<file path="config.mk">
export PLATFORM = sky130hd
export DESIGN_NAME = pwn_ctrl
export DESIGN_NICKNAME = d
export VERILOG_FILES = /design/src/hw/rtl/pwn_pkg.sv /design/src/hw/rtl/pwn_ctrl.sv
export SDC_FILE = /design/constraint.sdc
export NUM_CORES = 1
export LEC_CHECK = 0
export BUFFER_PORTS_ARGS = -buffer_cell sky130_fd_sc_hd__buf_4
export CAP_MARGIN = 10
export CORE_AREA = 4 4 41 43
export DETAILED_ROUTE_END_ITERATION = 8
export DIE_AREA = 0 0 45 47
export PLACE_DENSITY = 0.4
export SYNTH_ARGS = -nofsm -noshare
export SYNTH_HDL_FRONTEND = slang
export SYNTH_SLANG_ARGS = --single-unit
export TNS_END_PERCENT = 5
</file>
<file path="constraint.sdc">
create_clock -name clk -period 2.1 [get_ports clk]
set_clock_uncertainty 0.15 [all_clocks]
set_input_delay 0.21 -clock clk [delete_from_list [all_inputs] [get_ports clk]]
set_output_delay 0.21 -clock clk [all_outputs]
set_load 0.02 [all_outputs]
</file>
<file path="src/hw/rtl/pwn_pkg.sv">
// pwn_pkg: shared types and constants for the winding-number block
// request codes, controller states, command/status structs, size defaults
// no dependencies
package pwn_pkg;

  localparam int DEF_MAX_VERTICES = 256;
  localparam int DEF_COORD_BITS   = 32;

  // result field width and saturation bound
  localparam int WIND_W   = 10;
  localparam int WIND_MAX = 256;

  // request codes
  localparam logic [1:0] REQ_APPEND = 2'd0;
  localparam logic [1:0] REQ_QUERY  = 2'd1;
  localparam logic [1:0] REQ_CLEAR  = 2'd2;

  typedef enum logic [1:0] {
    S_IDLE,
    S_WALK,
    S_SUM,
    S_OUT
  } state_t;

  // controller to datapath
  typedef struct packed {
    logic append;
    logic clear;
    logic load_pt;
    logic step;
    logic sum;
  } cmd_t;

  // datapath to controller
  typedef struct packed {
    logic short_poly;
    logic walk_end;
  } sts_t;

endpackage

</file>
<file path="src/hw/rtl/pwn_ctrl.sv">
// pwn_ctrl: controller state machine for the winding-number block
// decodes requests and sequences the edge walk, sum and result strobe
// depends on pwn_pkg
module pwn_ctrl (
  input  logic          clk,
  input  logic          rst,
  input  logic          start,
  input  logic [1:0]    req_type,
  input  pwn_pkg::sts_t sts,
  output pwn_pkg::cmd_t cmd,
  output logic          busy,
  output logic          done
);
  import pwn_pkg::*;

  state_t state, state_next;

  always_ff @(posedge clk) begin
    if (rst) begin
      state <= S_IDLE;
    end else begin
      state <= state_next;
    end
  end

  always_comb begin
    state_next = state;
    unique case (state)
      S_IDLE: begin
        if (start && req_type == REQ_QUERY) begin
          state_next = sts.short_poly ? S_SUM : S_WALK;
        end
      end
      S_WALK: begin
        if (sts.walk_end) begin
          state_next = S_SUM;
        end
      end
      S_SUM:   state_next = S_OUT;
      S_OUT:   state_next = S_IDLE;
      default: state_next = S_IDLE;
    endcase
  end

  always_comb begin
    cmd  = '0;
    busy = 1'b1;
    done = 1'b0;
    unique case (state)
      S_IDLE: begin
        busy = 1'b0;
        if (start) begin
          unique case (req_type)
            REQ_APPEND: cmd.append  = 1'b1;
            REQ_QUERY:  cmd.load_pt = 1'b1;
            REQ_CLEAR:  cmd.clear   = 1'b1;
            default: ;
          endcase
        end
      end
      S_WALK:  cmd.step = 1'b1;
      S_SUM:   cmd.sum  = 1'b1;
      S_OUT:   done     = 1'b1;
      default: ;
    endcase
  end

endmodule

</file>
==> flow_summary.rst, run 1 <==
.. list-table::
   :header-rows: 1

   * - Metric
     - Value
   * - Worst Min Path Start
     - rst
   * - Total Negative Setup Slacks
     - 0 ns
   * - Cell accounting for the most synthesized area
     - ha_1
   * - Detailed-route DRC error count
     - 0
   * - Clock-pin slew of the registers on the worst-case setup and hold paths
     - 0.03 ns
   * - Vert. Die Dim
     - 47 um
   * - Critical path class
     - reg2out
   * - Number of DRC violations after detailed-routing iteration 0
     - 0
   * - Final hold violations
     - 0
   * - Global-route wire length before repair
     - 862 um
   * - Synthesized area per cell
     - 8.96 sq um
   * - Count of buffers from port buffering
     - 13
   * - Tot GR Track Use
     - 0.0544
   * - Mean routed wirelength per cell
     - 9.23 um
   * - Area of the placeable core
     - 1300 sq um
   * - Share of the yosys chip area belonging to registers
     - 0.179
   * - Most numerous cell in the Yosys netlist
     - ha_1
   * - Rel. slew slack
     - 0.867
   * - Clk Latency, worst-skew pair
     - 0.22 ns
   * - Clock Tree Buf Depth
     - 2
   * - Critical path capture point type
     - primary output
   * - Initial antenna violation count
     - 0
   * - Number of setup violations in the final report
     - 0
   * - Proportion of synthesized flip-flops having asynchronous set or reset
     - 0
   * - Grt total ovfl
     - 0
   * - Synthesized net count
     - 37
   * - Number of vias after detailed routing
     - 224
   * - Via count of the first global-routing pass
     - 229
   * - Fmax achieved
     - 590 MHz
   * - Die Area
     - 2120 sq um
   * - Critical Path Slowest Stage Cell
     - dfxtp_1
   * - Biggest cell delay along the critical path
     - 0.32 ns
   * - CTS Buf Count
     - 3
   * - Register with the most flip-flops
     - state
   * - Total inserted antenna cells
     - 0
   * - Tcrit/Tclk final
     - 0.807
   * - Quantity of gates resized following cts
     - 0
   * - Synth top cells by count
     - 5 x ha_1, 4 x inv_1, 3 x nor2_1
   * - Buffers inserted during post-CTS setup optimization
     - 0
   * - Slew at the pin closest to its max-slew limit
     - 0.200 ns
   * - Synthesized cell area
     - 224 sq um
   * - Maximum Capacitance Violations
     - 0
   * - Final critical-path required period
     - 1.70 ns
   * - Final number of max-transition violations
     - 0
   * - Largest fanout on the critical path
     - 4
   * - Arrival time of the worst setup path
     - 1.34 ns
   * - Share of the synthesized area in the top cell type
     - 0.279
   * - Register-to-register setup slack
     - 0.63 ns
   * - Biggest regs
     - state: 2 flops
   * - Number of levels in the clock H-tree
     - 1
   * - Post-cts hold buffer count
     - 0
   * - Largest net degree at the start of global routing
     - 5
   * - Die X
     - 45 um
   * - Mapped Cells
     - 25
   * - Startpoint of the worst-slack reg-to-reg timing path
     - state[1]$_SDFFE_PP0P_
   * - Worst path cell trace
     - inv_1 > ha_1 > nand2_1 > nor3b_1 > buf_4
   * - Total Routed Length
     - 517 um
   * - Via-to-Cell Ratio
     - 4.00
   * - Leading cell types by total area after synthesis
     - ha_1 28%, dfxtp_1 18%, mux2i_1 8.9%
   * - Clock sinks
     - 2
   * - Number of warning messages in the yosys log
     - 0
   * - Post-synthesis to final-layout area growth
     - 62.0%
   * - First drt pass iteration count
     - 1
   * - Crit. Startpoint
     - state[1]$_SDFFE_PP0P_
   * - Worst ir drop on vdd
     - 246 uV
   * - Number of library cell types mapped by synthesis
     - 13
   * - Data required, critical path
     - 1.74 ns
   * - Number of enable flip-flop cells after synthesis
     - 0
   * - Register bit count reported by yosys
     - 2
   * - I/O Pins
     - 14
   * - Class of the tightest hold or removal check
     - in2reg
   * - CTS tree
     - done
   * - Clock root buffer
     - clkbuf_4
   * - Result of the run
     - finished clean
   * - Initial core utilization
     - 0.172
   * - Leakage power total
     - 0.199 nW
   * - Predominant post-synthesis flop cell
     - dfxtp_1
   * - Critical Path Start Type
     - flip-flop
   * - Setup repair after global routing missed its margin
     - false
   * - Share of cells above drive strength 1
     - 0.439
   * - Core Rows
     - 13
   * - Residual antenna-violating net count after detailed routing
     - 0
   * - Worst setup slack before clock tree synthesis
     - 0.610 ns
   * - Number of nets in the layout
     - 55
   * - Setup slack after layout
     - 0.405 ns
   * - Flip-flop count of the largest register after layout
     - 2
   * - Power density over the cells
     - 1120 nW/um^2
   * - Placer congestion estimate
     - 0.711
-- final cells by class --
cell class	count	area (sq um)
fill	145	938
multi-input combinational	19	169
timing repair buffer	13	97.6
sequential	2	40.0
clock buffer	3	22.5
tap	15	18.8
inverter	4	15.0
-- per-layer routing --
layer  vias up  global-route usage  wire [um]  part of all wire
met2         4               0.107        277              0.54
met4         0              0.0175          0                 0
li1        116                   -          -                 -
met1       104              0.0542        220              0.43
met5         -                   0          0                 0
met3         0              0.0153         19             0.037
-- kinds of logic (layout without fill, tap and decap cells) --
logic type,after synthesis,in the layout,share of synthesized area
buf+inv,4,20,0.0670
mux,3,3,0.156
fa+ha+maj,5,5,0.279
simple gates,9,9,0.223
compound gates,2,2,0.0950
flops,2,2,0.179
-- worst max-delay path, delay by kind of cell (launching register included) --
family        cells  cell delay, ns
fa+ha+maj         1            0.18
buf+inv           2            0.30
simple gates      2            0.30
flops             1            0.32
-- power by group --
group	switching [W]	internal (W)	total, W	leakage, nW
registers	0.0000142	0.0000523	0.0000666	0.0164
clock network	0.0000199	0.0000629	0.0000828	0.0138
logic	0.000137	0.000121	0.000258	0.169
-- cells in the final DEF, fill, tap and decap left out, types with 2 or more instances in the layout --
master / netlist / routed
mux2i_1: 2 / 2
inv_1: 4 / 4
nor3b_1: 2 / 2
buf_4: 0 / 13
dfxtp_1: 2 / 2
nor2_1: 3 / 3
clkbuf_4: 0 / 3
ha_1: 5 / 5
-- worst paths after layout --
kind / end / cells past startpoint
setup / recovery: cmd[3] / 5
hold / removal: state[0]$_SDFFE_PP0P_ / 3
setup reg to reg: state[1]$_SDFFE_PP0P_ / 5
hold reg to reg: state[0]$_SDFFE_PP0P_ / 2
-- through the flow --
| step | cells | instance area [sq um] | hold WS (ns) | util | total power, W |
|---|---|---|---|---|---|
| after floorplan | 25 | 224 | 0.235 | - | 0.000247 |
| after global placement | 53 | 340 | 0.364 | 0.262 | 0.000332 |
| after detailed placement | 53 | 340 | 0.362 | 0.262 | 0.000331 |
| after CTS | 56 | 363 | 0.131 | 0.279 | 0.000419 |
| after global routing | 56 | 363 | 0.150 | 0.279 | 0.000443 |
| final | 56 | 363 | 0.135 | 0.279 | 0.000407 |
No activity file was read; power rests on OpenSTA's default activity.
==> inputs of run 2 (changes only) <==
PLACE_DENSITY = 0.42   (was 0.4)
clock period = 1.5 ns   (was 2.1 ns; I/O delays follow)
==> flow_summary.rst, run 2 (same netlist as run 1, synthesis figures left out) <==
.. list-table::
   :header-rows: 1

   * - Metric
     - Value
   * - Final hold violations
     - 0
   * - I/O Pins
     - 14
   * - Total Routed Length
     - 567 um
   * - Count of buffers from port buffering
     - 13
   * - Worst path cell trace
     - inv_4 > ha_4 > nand2_4 > nor3_1 > buf_4
   * - Most common library cell in the layout ignoring fill and taps
     - buf_4
   * - Global-route wire length before repair
     - 807 um
   * - Initial core utilization
     - 0.172
   * - Total Negative Setup Slacks
     - 0 ns
   * - Residual antenna-violating net count after detailed routing
     - 0
   * - Gate family responsible for the most delay along the worst path
     - flip-flops
   * - Setup slack after layout
     - 0.0582 ns
   * - CTS Buf Count
     - 3
   * - Grt total ovfl
     - 0
   * - Die X
     - 45 um
   * - Tcrit/Tclk final
     - 0.961
   * - Result of the run
     - finished clean
   * - Biggest cell delay along the critical path
     - 0.35 ns
   * - Clock sinks
     - 2
   * - Post-synthesis to final-layout area growth
     - 84.4%
   * - Clock Tree Buf Depth
     - 2
   * - Post-cts hold buffer count
     - 0
   * - Clk Latency, worst-skew pair
     - 0.22 ns
   * - Highest-count cells in the layout ignoring fill and taps
     - 14 x buf_4, 3 x nor2_1, 3 x ha_1, 3 x clkbuf_4
   * - Total inserted antenna cells
     - 0
   * - Worst ir drop on vdd
     - 572 uV
   * - Largest net degree at the start of global routing
     - 5
   * - Data required, critical path
     - 1.20 ns
   * - Critical path capture point type
     - primary output
   * - Clock-pin slew of the registers on the worst-case setup and hold paths
     - 0.03 ns
   * - Final number of max-transition violations
     - 0
   * - Critical Path Slowest Stage Cell
     - dfxtp_4
   * - Slew at the pin closest to its max-slew limit
     - 0.203 ns
   * - Arrival time of the worst setup path
     - 1.14 ns
   * - Register with the most flip-flops
     - state
   * - Class of the tightest hold or removal check
     - in2reg
   * - Detailed-route DRC error count
     - 0
   * - Fillers
     - 150
   * - Count of placed standard cells including taps
     - 54
   * - Number of setup violations in the final report
     - 0
   * - Via-to-Cell Ratio
     - 3.95
   * - Mean routed wirelength per cell
     - 9.95 um
   * - Critical path class
     - reg2out
   * - Startpoint of the worst-slack reg-to-reg timing path
     - state[1]$_SDFFE_PP0P_
   * - Worst setup slack before clock tree synthesis
     - 0.0269 ns
   * - Rel. slew slack
     - 0.864
   * - Multi-input gate area in the final layout
     - 201 sq um
   * - Core Rows
     - 13
   * - First drt pass iteration count
     - 4
   * - Leakage power total
     - 0.213 nW
   * - Initial antenna violation count
     - 0
   * - Largest fanout on the critical path
     - 4
   * - Number of vias after detailed routing
     - 225
   * - Final instance count without filler cells
     - 57
   * - Setup repair after global routing missed its margin
     - false
   * - Worst path bufs/invs
     - 2
   * - Power density over the cells
     - 1610 nW/um^2
   * - Number of levels in the clock H-tree
     - 1
   * - Storage element area
     - 45.0 sq um
   * - Number of cells on the worst reg-to-reg path
     - 5
   * - Total chip power
     - 0.000664 W
   * - Number of nets in the layout
     - 56
   * - Endpoint of the worst-slack reg-to-reg timing path
     - state[1]$_SDFFE_PP0P_
   * - Register-to-register setup slack
     - 0.09 ns
   * - Maximum Capacitance Violations
     - 0
   * - Final HPWL DP
     - 460 um
   * - Clock root buffer
     - clkbuf_4
   * - Via count of the first global-routing pass
     - 215
   * - Worst Min Path Start
     - rst
   * - Fmax achieved
     - 694 MHz
   * - Final critical-path required period
     - 1.44 ns
   * - Tot GR Track Use
     - 0.0639
   * - Die Area
     - 2120 sq um
   * - Worst Hold End
     - state[0]$_SDFFE_PP0P_
   * - Number of DRC violations after detailed-routing iteration 0
     - 1
   * - Buffers inserted during post-CTS setup optimization
     - 0
   * - Share of cells above drive strength 1
     - 0.667
   * - Number of stages on the worst hold path
     - 3
   * - Area of the placeable core
     - 1300 sq um
   * - Biggest regs
     - state: 2 flops
   * - Flip-flop count of the largest register after layout
     - 2
   * - CTS tree
     - done
   * - Critical Path Start Type
     - flip-flop
   * - Placer congestion estimate
     - 0.721
   * - Vert. Die Dim
     - 47 um
## run 2: cell types whose count changed in the layout (fill, tap and decap cells not counted), sizes merged
cell  before  now
buf       13   14
## run 2: cell type report
class | instances | share of cell area
sequential | 2 | 0.109
inverter | 4 | 0.0485
tap | 15 | 0.0455
clock buffer | 3 | 0.0545
timing repair buffer | 14 | 0.255
multi-input combinational | 19 | 0.488
## run 2: report_power, final
part | switching, W | total [W] | leakage, nW | internal, W
Clock | 0.0000305 | 0.000119 | 0.0138 | 0.0000882
Combinational | 0.000222 | 0.000439 | 0.182 | 0.000217
Sequential | 0.0000255 | 0.000106 | 0.0175 | 0.0000806
Total | 0.000278 | 0.000664 | 0.213 | 0.000386
## run 2: what timing repair did
action / in CTS / in global routing
pin swaps: 0 / 2
endpoints found under the setup margin: 3 / 4
cloned: 0 / 0
resized for setup: 8 / 5
## run 2: metrics by stage
| stage | hold WS (ns) | cell area, sq um | util |
|---|---|---|---|
| 2_1_floorplan | 0.175 | 226 | - |
| 3_3_place_gp | 0.302 | 350 | 0.269 |
| 3_5_place_dp | 0.302 | 350 | 0.269 |
| 4_1_cts | 0.0563 | 399 | 0.307 |
| 5_1_grt | 0.0928 | 413 | 0.317 |
| 6_report | 0.0628 | 413 | 0.317 |
## run 2: layer usage
metal  track usage  vias up  wire, um
met4         0.123        0        42
met2        0.0791        7       294
met3        0.0230        4        13
met1        0.0588       97       217
met5             0        -         0
li1              -      117         -
## run 2: worst max-delay path by stage
stage,from,end,slack (ns),depth (start not counted)
global placement,state[0]$_SDFFE_PP0P_,state[1]$_SDFFE_PP0P_,0.03,5
detailed placement,state[0]$_SDFFE_PP0P_,state[1]$_SDFFE_PP0P_,0.03,5
floorplan,state[1]$_SDFFE_PP0P_,state[1]$_SDFFE_PP0P_,0.005,5
finish,state[0]$_SDFFE_PP0P_,cmd[4],0.06,5
CTS,state[0]$_SDFFE_PP0P_,cmd[3],0.003,5
global route,state[0]$_SDFFE_PP0P_,cmd[3],0.01,5
## run 2: tightest hold or removal path, delay by kind of cell
family	cells	cell delay [ns]
multiplexers	1	0.05
buffers and inverters	1	0.10
AND/OR/NAND/NOR	1	0.09
